File: config.mk
export PLATFORM = sky130hd
export DESIGN_NAME = best_fit_free_block_table
export DESIGN_NICKNAME = d
export VERILOG_FILES = /design/src/rtl/bfft_pkg.sv /design/src/rtl/bfft_ram.sv /design/src/rtl/bfft_ctrl.sv /design/src/rtl/best_fit_free_block_table.sv
export SDC_FILE = /design/constraint.sdc
export NUM_CORES = 1
export LEC_CHECK = 0
export BUFFER_PORTS_ARGS = -buffer_cell sky130_fd_sc_hd__buf_2
export CAP_MARGIN = 30
export CORE_UTILIZATION = 50
export DETAILED_ROUTE_END_ITERATION = 7
export PLACE_DENSITY = 0.65
export REMOVE_ABC_BUFFERS = 1
export SLEW_MARGIN = 10
export SYNTH_ARGS = -nofsm -noshare
export SYNTH_HDL_FRONTEND = slang
export SYNTH_SLANG_ARGS = --single-unit
File: constraint.sdc
create_clock -name aclk -period 7.9 [get_ports aclk]
set_clock_uncertainty 0.2 [all_clocks]
set_input_delay 0 -clock aclk [delete_from_list [all_inputs] [get_ports aclk]]
set_output_delay 0 -clock aclk [all_outputs]
set_load 0.005 [all_outputs]
File: src/rtl/bfft_pkg.sv
`timescale 1ns / 1ps

package bfft_pkg;

    // Table geometry.
    localparam int TABLE_ENTRIES = 16;
    localparam int ADDR_BITS     = 16;
    localparam int SIZE_BITS     = 8;

    localparam int IDX_W = (TABLE_ENTRIES > 1) ? $clog2(TABLE_ENTRIES) : 1;
    localparam logic [IDX_W-1:0] LAST_IDX = IDX_W'(TABLE_ENTRIES - 1);

    // Stream widths, rounded up to whole bytes.
    localparam int S_TDATA_W = ((SIZE_BITS + ADDR_BITS + 7) / 8) * 8;
    localparam int M_TDATA_W = ((2 + ADDR_BITS + 7) / 8) * 8;

    localparam logic OP_RELEASE = 1'b0;
    localparam logic OP_REQUEST = 1'b1;

    typedef enum logic [1:0] {
        STAT_OK    = 2'd0,
        STAT_NOFIT = 2'd1,
        STAT_DUP   = 2'd2,
        STAT_FULL  = 2'd3
    } status_t;

    typedef enum logic [1:0] {
        ST_IDLE,
        ST_SCAN,
        ST_COMMIT
    } state_t;

    typedef struct packed {
        logic                 operation;
        logic [SIZE_BITS-1:0] block_size;
        logic [ADDR_BITS-1:0] block_address;
    } item_t;

    typedef struct packed {
        logic [SIZE_BITS-1:0] size;
        logic [ADDR_BITS-1:0] addr;
    } entry_t;

    localparam int ENTRY_W = $bits(entry_t);

    typedef struct packed {
        status_t              status;
        logic [ADDR_BITS-1:0] granted_address;
    } result_t;

    typedef struct packed {
        logic             re;
        logic [IDX_W-1:0] raddr;
        logic             we;
        logic [IDX_W-1:0] waddr;
        entry_t           wdata;
    } ram_req_t;

endpackage

File: src/rtl/bfft_ram.sv
`timescale 1ns / 1ps

module bfft_ram #(
    parameter int WIDTH = 8,
    parameter int DEPTH = 16,
    parameter int AW    = (DEPTH > 1) ? $clog2(DEPTH) : 1
) (
    input  logic             aclk,
    input  logic             we,
    input  logic [AW-1:0]    waddr,
    input  logic [WIDTH-1:0] wdata,
    input  logic             re,
    input  logic [AW-1:0]    raddr,
    output logic [WIDTH-1:0] rdata
);

    logic [WIDTH-1:0] mem [DEPTH];
    logic [WIDTH-1:0] rdata_reg;

    always_ff @(posedge aclk) begin
        if (we) begin
            mem[waddr] <= wdata;
        end
        if (re) begin
            rdata_reg <= mem[raddr];
        end
    end

    assign rdata = rdata_reg;

endmodule

File: src/rtl/bfft_ctrl.sv
`timescale 1ns / 1ps

module bfft_ctrl (
    input  logic              aclk,
    input  logic              aresetn,
    input  logic              in_valid,
    output logic              in_ready,
    input  bfft_pkg::item_t   in_item,
    output bfft_pkg::ram_req_t ram_req,
    input  bfft_pkg::entry_t  ram_rdata,
    output logic              res_valid,
    input  logic              res_ready,
    output bfft_pkg::result_t res
);
    import bfft_pkg::*;

    state_t                   state_reg, state_next;
    logic [TABLE_ENTRIES-1:0] valid_reg, valid_next;
    logic                     chk_vld_reg, chk_vld_next;

    item_t                    item_reg, item_next;
    logic [IDX_W-1:0]         rd_idx_reg, rd_idx_next;
    logic                     issue_done_reg, issue_done_next;
    logic [IDX_W-1:0]         chk_idx_reg, chk_idx_next;
    logic                     dup_reg, dup_next;
    logic                     free_found_reg, free_found_next;
    logic [IDX_W-1:0]         free_idx_reg, free_idx_next;
    logic                     best_found_reg, best_found_next;
    logic [IDX_W-1:0]         best_idx_reg, best_idx_next;
    logic [SIZE_BITS-1:0]     best_size_reg, best_size_next;
    logic [ADDR_BITS-1:0]     best_addr_reg, best_addr_next;

    logic                     live;

    assign live = valid_reg[chk_idx_reg];

    always_ff @(posedge aclk) begin
        if (!aresetn) begin
            state_reg   <= ST_IDLE;
            valid_reg   <= '0;
            chk_vld_reg <= 1'b0;
        end else begin
            state_reg   <= state_next;
            valid_reg   <= valid_next;
            chk_vld_reg <= chk_vld_next;
        end
    end

    always_ff @(posedge aclk) begin
        item_reg       <= item_next;
        rd_idx_reg     <= rd_idx_next;
        issue_done_reg <= issue_done_next;
        chk_idx_reg    <= chk_idx_next;
        dup_reg        <= dup_next;
        free_found_reg <= free_found_next;
        free_idx_reg   <= free_idx_next;
        best_found_reg <= best_found_next;
        best_idx_reg   <= best_idx_next;
        best_size_reg  <= best_size_next;
        best_addr_reg  <= best_addr_next;
    end

    always_comb begin
        state_next      = state_reg;
        valid_next      = valid_reg;
        chk_vld_next    = 1'b0;
        item_next       = item_reg;
        rd_idx_next     = rd_idx_reg;
        issue_done_next = issue_done_reg;
        chk_idx_next    = chk_idx_reg;
        dup_next        = dup_reg;
        free_found_next = free_found_reg;
        free_idx_next   = free_idx_reg;
        best_found_next = best_found_reg;
        best_idx_next   = best_idx_reg;
        best_size_next  = best_size_reg;
        best_addr_next  = best_addr_reg;

        in_ready  = 1'b0;
        res_valid = 1'b0;
        res       = '{status: STAT_OK, granted_address: '0};
        ram_req   = '{re: 1'b0, raddr: rd_idx_reg, we: 1'b0, waddr: free_idx_reg,
                      wdata: '{size: item_reg.block_size, addr: item_reg.block_address}};

        unique case (state_reg)
            ST_IDLE: begin
                in_ready = 1'b1;
                if (in_valid) begin
                    item_next       = in_item;
                    rd_idx_next     = '0;
                    issue_done_next = 1'b0;
                    dup_next        = 1'b0;
                    free_found_next = 1'b0;
                    best_found_next = 1'b0;
                    state_next      = ST_SCAN;
                end
            end

            ST_SCAN: begin
                // Read stage: one entry per cycle.
                ram_req.re   = !issue_done_reg;
                chk_vld_next = !issue_done_reg;
                chk_idx_next = rd_idx_reg;
                if (!issue_done_reg) begin
                    if (rd_idx_reg == LAST_IDX) begin
                        issue_done_next = 1'b1;
                    end else begin
                        rd_idx_next = rd_idx_reg + 1'b1;
                    end
                end

                // Check stage: read data of the entry issued last cycle.
                if (chk_vld_reg) begin
                    if (item_reg.operation == OP_RELEASE) begin
                        if (live && ram_rdata.addr == item_reg.block_address) begin
                            dup_next = 1'b1;
                        end
                        if (!live && !free_found_reg) begin
                            free_found_next = 1'b1;
                            free_idx_next   = chk_idx_reg;
                        end
                    end else begin
                        if (live && ram_rdata.size >= item_reg.block_size &&
                            (!best_found_reg || ram_rdata.size < best_size_reg)) begin
                            best_found_next = 1'b1;
                            best_idx_next   = chk_idx_reg;
                            best_size_next  = ram_rdata.size;
                            best_addr_next  = ram_rdata.addr;
                        end
                    end
                    if (chk_idx_reg == LAST_IDX) begin
                        state_next = ST_COMMIT;
                    end
                end
            end

            ST_COMMIT: begin
                res_valid = 1'b1;
                if (item_reg.operation == OP_REQUEST) begin
                    if (best_found_reg) begin
                        res.granted_address = best_addr_reg;
                    end else begin
                        res.status = STAT_NOFIT;
                    end
                end else begin
                    priority if (item_reg.block_size == '0) begin
                        res.status = STAT_OK;
                    end else if (dup_reg) begin
                        res.status = STAT_DUP;
                    end else if (!free_found_reg) begin
                        res.status = STAT_FULL;
                    end else begin
                        res.status = STAT_OK;
                    end
                end

                if (res_ready) begin
                    if (item_reg.operation == OP_REQUEST) begin
                        if (best_found_reg) begin
                            valid_next[best_idx_reg] = 1'b0;
                        end
                    end else if (item_reg.block_size != '0 && !dup_reg && free_found_reg) begin
                        ram_req.we                = 1'b1;
                        valid_next[free_idx_reg]  = 1'b1;
                    end
                    state_next = ST_IDLE;
                end
            end

            default: begin
                state_next = ST_IDLE;
            end
        endcase
    end

    // The live set changes only when an item commits.
    a_valid_only_on_commit: assert property (@(posedge aclk) disable iff (!aresetn)
        state_reg != ST_COMMIT |=> $stable(valid_reg))
        else $error("live entries changed outside commit");

    // At most one entry enters or leaves per item.
    a_one_change: assert property (@(posedge aclk) disable iff (!aresetn)
        1'b1 |=> ($countones(valid_reg ^ $past(valid_reg)) <= 1))
        else $error("more than one entry changed in one cycle");

    // A granted entry is big enough and still live at grant time.
    a_grant_fits: assert property (@(posedge aclk) disable iff (!aresetn)
        state_reg == ST_COMMIT && item_reg.operation == OP_REQUEST && best_found_reg |->
        best_size_reg >= item_reg.block_size && valid_reg[best_idx_reg])
        else $error("grant of an entry that does not fit");

    // A release only writes into a slot that is empty.
    a_store_empty: assert property (@(posedge aclk) disable iff (!aresetn)
        ram_req.we |-> !valid_reg[ram_req.waddr])
        else $error("release overwrote a live entry");

endmodule

File: src/rtl/best_fit_free_block_table.sv
`timescale 1ns / 1ps
// Each item is checked by a scan of the table through the single read port of the entry
// memory, one entry per cycle, plus check and commit; m_tvalid comes from the output
// register that takes the result at commit. A new item is not taken until the current
// one has committed.
// Reset (aresetn low, synchronous) marks every slot empty and drops any result in flight;
// the entry memory itself is not cleared, since an empty slot is never read for its data.

module best_fit_free_block_table (
    input  logic                           aclk,
    input  logic                           aresetn,

    input  logic                           s_tvalid,
    output logic                           s_tready,
    input  logic [bfft_pkg::S_TDATA_W-1:0] s_tdata,  // block_size, block_address
    input  logic [0:0]                     s_tuser,  // operation

    output logic                           m_tvalid,
    input  logic                           m_tready,
    output logic [bfft_pkg::M_TDATA_W-1:0] m_tdata   // status, granted_address, zero pad
);
    import bfft_pkg::*;

    item_t    in_item;
    ram_req_t ram_req;
    entry_t   ram_rdata;
    logic     res_valid;
    logic     res_ready;
    result_t  res;

    // Output register: holds a finished result so the engine can move on
    // to the next item while the downstream side stalls.
    logic     out_vld_reg;
    result_t  out_data_reg;

    // Unpack the input transfer: size in the low byte, address above it.
    assign in_item.operation     = s_tuser[0];
    assign in_item.block_size    = s_tdata[SIZE_BITS-1:0];
    assign in_item.block_address = s_tdata[SIZE_BITS +: ADDR_BITS];

    // The table entries (size and address) live in one synchronous memory;
    // the liveness of each slot is kept in flip-flops inside the controller.
    bfft_ram #(
        .WIDTH (ENTRY_W),
        .DEPTH (TABLE_ENTRIES)
    ) u_entry_ram (
        .aclk  (aclk),
        .we    (ram_req.we),
        .waddr (ram_req.waddr),
        .wdata (ram_req.wdata),
        .re    (ram_req.re),
        .raddr (ram_req.raddr),
        .rdata (ram_rdata)
    );

    // Scan and commit sequencer.
    bfft_ctrl u_ctrl (
        .aclk      (aclk),
        .aresetn   (aresetn),
        .in_valid  (s_tvalid),
        .in_ready  (s_tready),
        .in_item   (in_item),
        .ram_req   (ram_req),
        .ram_rdata (ram_rdata),
        .res_valid (res_valid),
        .res_ready (res_ready),
        .res       (res)
    );

    // The controller may hand over a result whenever the register is empty
    // or is being drained in the same cycle.
    assign res_ready = !out_vld_reg || m_tready;

    always_ff @(posedge aclk) begin
        if (!aresetn) begin
            out_vld_reg <= 1'b0;
        end else if (res_valid && res_ready) begin
            out_vld_reg <= 1'b1;
        end else if (m_tready) begin
            out_vld_reg <= 1'b0;
        end
    end

    always_ff @(posedge aclk) begin
        if (res_valid && res_ready) begin
            out_data_reg <= res;
        end
    end

    assign m_tvalid = out_vld_reg;
    assign m_tdata  = M_TDATA_W'({out_data_reg.granted_address, out_data_reg.status});

endmodule

==> results.py, run 1 <==
metrics = {
    "global_routing": {
        "grt_pass1_vias": 9878,
        "antenna_found_initial": 1,
        "grt_pass1_wl_mm": 62.62,
        "grt.total_usage": 0.2119,
        "grt_max_degree": 101,
        "gr-total-overflow": 0,
    },
    "clock_tree": {
        "cts.path.max_buffers": 3,
        "postCtsSetupRepairBufs": 0,
        "clk-insertion-delay-late_ns": 0.58,
        "cts-htree-levels": 2,
        "cts_repair_resize_count": 0,
        "clk_pin_slew_ns": 0.06,
        "clock-root-buffer": "clkbuf_16",
        "cts_buffers": 51,
        "cts_tree": "done",
        "cts.sinks": 515,
        "cts_hold_buffers": 54,
    },
    "power": {
        "intPower_mw": 4.531,
        "p_sw_mw": 1.244,
        "p_total_mw": 5.774,
        "pwr-share-seq": 0.535,
        "p_per_area_nw_per_um2": 249.1,
        "clkPwrFrac": 0.398,
        "comb_power_share": 0.067,
        "max-vdd-ir-drop_v": 0.0002147,
        "leakage_nw": 7.486,
        "swShare": 0.2154,
    },
    "logic_synthesis": {
        "netlist_area_um2": 19840,
        "yosys.cell_types.count": 49,
        "synth_area_per_cell_um2": 20.52,
        "synth_warnings": 0,
        "synthCells": 967,
        "synth-edff-count": 495,
        "synth-async-reset-ratio": 0,
        "ys_seq_area_frac": 0.7694,
        "synth-seq-cells": 515,
        "ys.flop_type": "edfxtp_1",
    },
    "final_layout": {
        "nets": 1149,
        "largest_reg_flops": 384,
        "n_fill_cell": 2813,
        "drive_gt1_frac": 0.2336,
        "antenna_cells": 0,
        "area_growth_pct": 16.86,
        "finish.utilization": 0.5957,
    },
    "die": {
        "core_um2": 38920,
        "start_util": 0.5098,
        "die_width_um": 201.2,
        "die_h_um": 201.2,
        "io_pins": 55,
        "rows": 72,
        "die_area_um2": 40480,
    },
    "placement": {
        "gp_congestion": 0.7689,
        "numPortBuffers": 48,
        "hpwlAfterDp_mm": 23.22,
    },
    "worst_setup_path": {
        "startpoint_type": "register",
        "cp_data_arrival_time_ns": 3.68,
        "cp_top_family": "simple AND/OR/NAND/NOR gates",
        "worstPathRequired_ns": 7.94,
        "critical_path_class": "register to register",
        "critical_path_buf_inv_count": 1,
        "critPathMaxFanout": 18,
        "max_stage_delay_ns": 0.69,
        "cp_num_cells": 5,
        "path_cells": "or3b_1 -> a2111oi_4 -> nand3_1 -> nor3_2 -> buf_4",
        "worst_r2r_path_depth": 5,
        "end_kind": "register",
        "critPathSlowestCell": "nor3_2",
    },
    "sta": {
        "finalCriticalPeriod_ns": 3.636,
        "slew_violations": 0,
        "slew-limit-headroom": 0.3415,
        "setup_viol": 0,
        "hold_viol_final": 0,
        "tightest_slew_ns": 0.9854,
        "rsz0062_at_grt": "false",
        "tns_ns": 0,
        "fmax_ghz": 0.2750,
        "min_period_over_period": 0.4603,
        "whs_ns": 0.1954,
    },
    "routing": {
        "routed_wl_mm": 41.57,
        "drt_pre_antenna_iters": 5,
        "drt_iter0_drc": 640,
        "wl_per_cell_um": 25.03,
        "num_vias": 9713,
        "viasPerCell": 5.848,
        "drc": 0,
        "ant_nets": 0,
    },
    "hold_path": {
        "whs_path_depth": 4,
        "hold_path_class": "primary input to register",
    },
    "flow_run": {
        "drv_cap": 0,
    },
    "run_status": {
        "status": "complete, no violations",
    },
}
[synth_stat cells, types with 5 or more instances]
cell type / number / area share
edfxtp_1: 495 / 0.75
mux4_2: 100 / 0.11
a21oi_1: 29 / 0.0073
clkbuf_1: 28 / 0.0053
mux2i_1: 28 / 0.014
nor2_1: 26 / 0.0049
nor2b_1: 26 / 0.0082
a211oi_1: 25 / 0.0095
and2_1: 21 / 0.0066
dfxtp_1: 20 / 0.020
inv_1: 17 / 0.0032
ha_1: 16 / 0.010
xnor2_1: 16 / 0.0071
nand2_1: 11 / 0.0021
nand2b_1: 11 / 0.0035
buf_2: 10 / 0.0025
o21a_1: 10 / 0.0038
nand3_1: 9 / 0.0023
o221a_1: 8 / 0.0045
buf_4: 6 / 0.0023
nand4_1: 5 / 0.0016
nor3_1: 5 / 0.0013
nor4_1: 5 / 0.0016
[path summary, 6_finish.rpt]
check	start	end	slack (ns)
worst min-delay path	s_tvalid	u_ctrl.issue_done_reg	0.20
worst min register to register	u_entry_ram.rdata[5]	u_ctrl.best_addr_reg[5]	0.27
worst max register to register	u_ctrl.item_reg[24]	u_entry_ram.mem[12][17]	4.26
worst max-delay path	u_ctrl.item_reg[24]	u_entry_ram.mem[12][17]	4.26
[kinds of logic after synthesis]
family                   synth area share
flip-flops                         0.7694
AND/OR/NAND/NOR                   0.03721
multiplexers                       0.1276
AO/OA/AOI/OAI                     0.03343
buffers and inverters             0.01406
XOR/XNOR                         0.007946
adder cells (fa/ha/maj)           0.01009
other                           0.0001890
[worst min-delay path: cells and delay by family]
family        cells  cell delay (ns)
buf+inv           2             0.68
simple gates      2             0.15
[routing by layer]
layer	global-route usage	up-vias	share of wire
li1	-	4232	-
met1	0.3049	5063	0.44
met2	0.3329	363	0.47
met3	0.03855	55	0.071
met4	0.06494	0	0.021
met5	0	-	0
[power by group through the flow]
stage | logic (mW) | clock network [mW] | registers (mW)
floorplan | 0.227 | 0 | 3.18
global placement | 0.367 | 0 | 3.14
detailed placement | 0.372 | 0 | 3.15
CTS | 0.392 | 2.34 | 3.09
global route | 0.423 | 2.44 | 3.09
finish | 0.386 | 2.30 | 3.09
[layout make-up]
cell class,instances,area (um2),share of cell area
Clock buffer,57,1299,0.05602
Clock inverter,35,271.5,0.01171
Inverter,17,63.81,0.002752
Multi-Input combinational cell,392,4443,0.1916
Sequential cell,515,15260,0.6584
Tap cell,518,648.1,0.02796
Timing Repair Buffer,127,1194,0.05149
[placed cells by master, fill, tap and decap left out, drive strengths merged, types with 10 or more instances in the layout]
master,n
edfxtp,495
mux4,100
buf,73
clkbuf,57
dlygate4sd3,54
a21oi,29
mux2i,28
clkinv,27
nor2b,26
nor2,26
a211oi,25
and2,21
dfxtp,20
inv,19
xnor2,16
ha,16
nand2b,11
nand2,11
o21a,10
[stage by stage]
step / worst slack (ns) / cell area, um2 / std cells
6_report: 4.264 / 23180 / 1661
5_1_grt: 4.085 / 23180 / 1661
4_1_cts: 4.056 / 22980 / 1653
3_5_place_dp: 4.094 / 20870 / 1507
3_3_place_gp: 4.161 / 20770 / 1503
2_1_floorplan: 2.400 / 19640 / 924
No activity file was read; power rests on OpenSTA's default activity.
==> run 2, diff against run 1 <==
--- a/config.mk
+++ b/config.mk
@@ -9,7 +9,7 @@
 export CAP_MARGIN = 30
 export CORE_UTILIZATION = 50
 export DETAILED_ROUTE_END_ITERATION = 7
-export PLACE_DENSITY = 0.65
+export PLACE_DENSITY = 0.68
 export REMOVE_ABC_BUFFERS = 1
 export SLEW_MARGIN = 10
 export SYNTH_ARGS = -nofsm -noshare
==> constraint.sdc (replaced) <==
create_clock -name aclk -period 3 [get_ports aclk]
set_clock_uncertainty 0.2 [all_clocks]
set_input_delay 0 -clock aclk [delete_from_list [all_inputs] [get_ports aclk]]
set_output_delay 0 -clock aclk [all_outputs]
set_load 0.005 [all_outputs]
==> run 2 against run 1 <==
Against the previous run: wire length up 3.3%; die area unchanged; critical path depth unchanged; count of clock-buffer cells in the layout up 5; clock power rose to 2.7 times the previous value; worst hold slack worse by 0.039 ns; global-route usage is 0.90 points higher; via count increased by 2.2%; design area up 2.1%; combinational power grew to 2.9 times the previous value; non-clock buffer count up 52; flip-flop and latch count did not move; critical path type unchanged.
==> results.py, run 2 (same netlist as run 1, synthesis figures left out) <==
metrics = {
    "global_routing": {
        "antenna_found_initial": 1,
        "grt.total_usage": 0.2209,
        "grt_pass1_wl_mm": 65.38,
        "gr-total-overflow": 0,
        "grt_pass1_vias": 10245,
        "grt_max_degree": 50,
    },
    "clock_tree": {
        "clock-root-buffer": "clkbuf_16",
        "clk-insertion-delay-late_ns": 0.58,
        "clk_pin_slew_ns": 0.06,
        "cts.sinks": 515,
        "cts_buffers": 51,
        "cts_hold_buffers": 54,
        "cts-htree-levels": 2,
        "cts.path.max_buffers": 3,
        "cts_tree": "done",
        "cts_repair_resize_count": 0,
        "postCtsSetupRepairBufs": 0,
    },
    "worst_setup_path": {
        "crit_start": "u_ctrl.item_reg[24]",
        "reg2reg_setup_slack_ns": 0.24,
        "critical_path_buf_inv_count": 1,
        "cp_num_cells": 5,
        "startpoint_type": "register",
        "critPathSlowestCell": "or3b_1",
        "path_cells": "or3b_1 -> a2111oi_4 -> or3b_1 -> nor3_4 -> buf_12",
        "critPathCapture": "u_entry_ram.mem[0][20]",
        "max_stage_delay_ns": 0.56,
        "worst_r2r_path_depth": 5,
        "crit_top_cell": "or3b_1",
        "cp_data_arrival_time_ns": 2.83,
        "critPathMaxFanout": 18,
        "cp_top_family": "simple AND/OR/NAND/NOR gates",
        "end_kind": "register",
        "worstPathRequired_ns": 3.08,
        "worstReg2RegEnd": "u_entry_ram.mem[0][20]",
        "critical_path_class": "register to register",
        "r2r-start": "u_ctrl.item_reg[24]",
    },
    "sta": {
        "tns_ns": 0,
        "slew_violations": 0,
        "hold_viol_final": 0,
        "rsz0062_at_grt": "false",
        "setup_viol": 0,
        "finalCriticalPeriod_ns": 2.756,
        "fmax_ghz": 0.3629,
        "whs_ns": 0.1559,
        "min_period_over_period": 0.9186,
        "tightest_slew_ns": 0.9024,
        "slew-limit-headroom": 0.3984,
        "fin_ws_ns": 0.2442,
    },
    "power": {
        "leakage_nw": 7.773,
        "p_sw_mw": 3.306,
        "max-vdd-ir-drop_v": 0.0005079,
        "p_per_area_nw_per_um2": 654.8,
        "clkPwrFrac": 0.405,
        "pwr-share-seq": 0.523,
        "intPower_mw": 12.20,
        "swShare": 0.2132,
        "comb_power_share": 0.073,
    },
    "final_layout": {
        "largest_reg_flops": 384,
        "drive_gt1_frac": 0.2692,
        "fin_cells": 1714,
        "n_fill_cell": 2760,
        "layout_commonest_cell": "edfxtp_1",
        "nets": 1201,
        "area_growth_pct": 19.36,
        "mostFrequentLayoutCells": "edfxtp_1 (495), mux4_2 (100), buf_4 (57)",
        "finish.utilization": 0.6084,
        "antenna_cells": 0,
    },
    "die": {
        "die_h_um": 201.2,
        "start_util": 0.5098,
        "rows": 72,
        "io_pins": 55,
        "die_area_um2": 40480,
        "die_width_um": 201.2,
        "core_um2": 38920,
    },
    "routing": {
        "num_vias": 9930,
        "drc": 0,
        "routed_wl_mm": 42.96,
        "drt_iter0_drc": 878,
        "wl_per_cell_um": 25.07,
        "ant_nets": 0,
        "viasPerCell": 5.793,
        "drt_pre_antenna_iters": 5,
    },
    "hold_path": {
        "hold_path_class": "primary input to register",
    },
    "run_status": {
        "status": "complete, no violations",
    },
    "placement": {
        "hpwlAfterDp_mm": 25.81,
        "numPortBuffers": 48,
        "dp_cells": 1567,
        "gp_congestion": 0.8650,
        "pre_cts_slack_ns": 0.2488,
    },
    "flow_run": {
        "drv_cap": 0,
    },
}
[run 2: cell types whose count changed in the layout (fill, tap and decap cells not counted), sizes merged]
cell      previous run  this run
clkinvlp             2         5
buf                 73       125
bufinv               4         5
clkinv              27        19
clkbuf              57        62
[run 2: worst min path at each step]
stage	startpoint	end	cells after the start
after floorplan	s_tuser	u_ctrl.item_reg[24]	0
after global placement	s_tdata[13]	u_ctrl.ram_req[5]	1
after detailed placement	s_tdata[21]	u_ctrl.ram_req[13]	1
after CTS	s_tvalid	u_ctrl.issue_done_reg	4
after global routing	s_tvalid	u_ctrl.issue_done_reg	4
final	s_tvalid	u_ctrl.issue_done_reg	4
[run 2: final cells by class]
| cell class | instances | area, um2 | area share |
|---|---|---|---|
| repair buffers | 179 | 1609 | 0.06795 |
| clock buffers | 62 | 1360 | 0.05744 |
| inverters | 17 | 63.81 | 0.002695 |
| well taps | 518 | 648.1 | 0.02737 |
| clock inverters | 31 | 290.3 | 0.01226 |
| flip-flops and latches | 515 | 15260 | 0.6446 |
| multi-input cells | 392 | 4443 | 0.1876 |
[run 2: layer usage]
| metal | vias to the layer above | routed length (um) | GRT usage |
|---|---|---|---|
| li1 | 4326 | - | - |
| met4 | 0 | 921 | 0.06683 |
| met1 | 5188 | 18840 | 0.3221 |
| met3 | 60 | 2705 | 0.03142 |
| met5 | - | 0 | 0 |
| met2 | 356 | 20490 | 0.3499 |
[run 2: power groups by stage]
| stage | combinational, mW | sequential (mW) | clock, mW |
|---|---|---|---|
| global route | 1.22 | 8.11 | 6.65 |
| floorplan | 0.599 | 8.38 | 0 |
| finish | 1.13 | 8.10 | 6.27 |
| CTS | 1.14 | 8.10 | 6.38 |
| global placement | 1.07 | 8.25 | 0 |
| detailed placement | 1.08 | 8.25 | 0 |
[run 2: through the flow]
step / cell area, um2 / total power, mW
after floorplan: 19640 / 8.977
final: 23680 / 15.50
after detailed placement: 21490 / 9.336
after CTS: 23680 / 15.63
after global placement: 21490 / 9.318
after global routing: 23680 / 15.98
[run 2: worst register-to-register path: cells and delay by family, from the launching register on]
kind / cells / cell delay, ns
DFF: 1 / 0.38
and+or+nand+nor: 3 / 1.26
buffers and inverters: 1 / 0.23
AOI/OAI and AO/OA: 1 / 0.38
==> run 3, diff against run 2 <==
--- a/config.mk
+++ b/config.mk
@@ -7,9 +7,10 @@
 export LEC_CHECK = 0
 export BUFFER_PORTS_ARGS = -buffer_cell sky130_fd_sc_hd__buf_2
 export CAP_MARGIN = 30
-export CORE_UTILIZATION = 50
+export CORE_UTILIZATION = 56
 export DETAILED_ROUTE_END_ITERATION = 7
-export PLACE_DENSITY = 0.68
+export GPL_TIMING_DRIVEN = 0
+export PLACE_DENSITY = 0.75
 export REMOVE_ABC_BUFFERS = 1
 export SLEW_MARGIN = 10
 export SYNTH_ARGS = -nofsm -noshare
==> run 3 against run 2 <==
Against the previous run: clock power decreased by 5.3%; first-iteration DRC count increased by 48%; worst setup slack got worse by 0.34 ns; flip-flop and latch count unchanged; highest routed layer unchanged; the flow now finishes with violations (setup timing); cell count decreased by 2.9%; count of clock-buffer cells in the layout increased by 1.
==> results.py, run 3 (same netlist as run 1, synthesis figures left out) <==
metrics = {
    "global_routing": {
        "top_usage_layer": "met2",
        "grt_pass1_wl_mm": 67.12,
        "gr-total-overflow": 0,
        "grt_use_met2": 0.4248,
        "grt.total_usage": 0.2609,
        "grt_pass1_vias": 10508,
        "grtUsageMet1": 0.3542,
        "use_met3": 0.04564,
        "antenna_found_initial": 1,
        "grt_max_degree": 23,
    },
    "placement": {
        "pre_cts_slack_ns": -0.7629,
        "numPortBuffers": 48,
        "gp_congestion": 0.8041,
        "dp_cells": 1478,
        "hpwlAfterDp_mm": 26.82,
    },
    "clock_tree": {
        "cts-htree-levels": 2,
        "cts.path.max_buffers": 3,
        "clk-insertion-delay-late_ns": 0.57,
        "clock-root-buffer": "clkbuf_16",
        "cts.sinks": 515,
        "clk_pin_slew_ns": 0.07,
        "cts_buffers": 49,
        "cts_tree": "done",
    },
    "final_layout": {
        "largest_reg_flops": 384,
        "nets": 1219,
        "antenna_cells": 0,
        "fin_cells": 1665,
        "layout_commonest_cell": "edfxtp_1",
        "n_fill_cell": 2007,
        "mostFrequentLayoutCells": "edfxtp_1 (495), mux4_2 (100), dlygate4sd3_1 (54)",
        "area_growth_pct": 22.11,
        "drive_gt1_frac": 0.2777,
    },
    "routing": {
        "viasPerCell": 6.249,
        "drt_pre_antenna_iters": 5,
        "wl_per_cell_um": 27.50,
        "num_vias": 10405,
        "drc": 0,
        "routed_wl_mm": 45.78,
        "ant_nets": 0,
        "drt_iter0_drc": 1296,
    },
    "power": {
        "leakage_nw": 8.010,
        "max-vdd-ir-drop_v": 0.0004848,
        "p_per_area_nw_per_um2": 630.3,
    },
    "sta": {
        "slew-limit-headroom": 0.3735,
        "tns_ns": -0.3706,
        "setup_viol": 4,
        "hold_viol_final": 0,
        "min_period_over_period": 1.033,
        "whs_ns": 0.1711,
        "finalCriticalPeriod_ns": 3.098,
        "fmax_ghz": 0.3228,
        "slew_violations": 0,
        "tightest_slew_ns": 0.9312,
        "fin_ws_ns": -0.09807,
    },
    "worst_setup_path": {
        "crit_top_cell": "mux2i_1",
        "end_kind": "register",
        "max_stage_delay_ns": 0.71,
        "path_cells": "mux4_2 -> mux2i_1 -> mux2i_1 -> nor4_1",
        "cp_top_family": "multiplexers",
        "critical_path_buf_inv_count": 0,
        "startpoint_type": "register",
        "critPathSlowestCell": "nor4_1",
        "critical_path_class": "register to register",
        "cp_data_arrival_time_ns": 3.08,
        "crit_start": "u_ctrl.chk_idx_reg[2]",
        "critPathMaxFanout": 7,
        "worstPathRequired_ns": 2.98,
        "r2r-start": "u_ctrl.chk_idx_reg[2]",
    },
    "run_status": {
        "violations": "setup timing",
        "status": "complete, but fails checks",
    },
    "die": {
        "die_h_um": 190.2,
        "start_util": 0.5715,
        "io_pins": 55,
        "rows": 68,
        "die_width_um": 190.2,
        "die_area_um2": 36180,
        "core_um2": 34710,
    },
    "flow_run": {
        "drv_cap": 0,
    },
    "hold_path": {
        "hp-start": "s_tvalid",
        "hold_path_class": "primary input to register",
    },
}
-- run 3: worst reg2reg max path, cell delays in order (launching register included) --
cell	delay (ns)
edfxtp_1	0.64
mux4_2	0.60
mux2i_1	0.28
mux2i_1	0.28
nor4_1	0.72
-- run 3: path summary, 6_finish.rpt --
check | endpoint | slack, ns | cells past startpoint
worst max register to register | u_ctrl.free_idx_reg[0] | -0.1 | 4
worst min register to register | u_ctrl.best_addr_reg[8] | 0.28 | 0
worst min-delay path | u_ctrl.issue_done_reg | 0.17 | 4
worst max-delay path | u_ctrl.free_idx_reg[0] | -0.1 | 4
-- run 3: layout make-up --
cell class                      instances  area, um2  share of cell area
Multi-Input combinational cell        392       4487              0.1852
Clock buffer                           63       1300             0.05366
Tap cell                              455      569.3             0.02350
Timing Repair Buffer                  199       2321             0.09581
Sequential cell                       515      15260              0.6301
Clock inverter                         24      220.2            0.009090
Inverter                               17      63.81            0.002634
-- run 3: repair_timing --
item                                   CTS  global route
setup endpoints to repair              422            96
endpoints found under the hold margin   53             0
hold buffers                            54             0
pin swaps                               18             5
gates resized for setup                  5             4
setup buffers                           41             6
-- run 3: metal layers --
metal	up-vias	wire length, um
met1	5367	17810
met2	564	22540
met4	0	1699
met3	117	3728
met5	-	0
li1	4357	-
-- run 3: stage by stage --
| stage | util | area, um2 | total power [mW] |
|---|---|---|---|
| 4_1_cts | 0.6963 | 24170 | 15.31 |
| 3_5_place_dp | 0.6233 | 21640 | 9.393 |
| 6_report | 0.6979 | 24230 | 15.27 |
| 3_3_place_gp | 0.5892 | 20450 | 9.305 |
| 2_1_floorplan | - | 19640 | 8.977 |
| 5_1_grt | 0.6979 | 24230 | 15.67 |
-- run 3: power by group --
part           internal, mW  switching (mW)  total (mW)
logic                 0.640           0.559        1.20
registers              7.99           0.142        8.13
clock network          3.39            2.55        5.94
total                  12.0            3.25        15.3
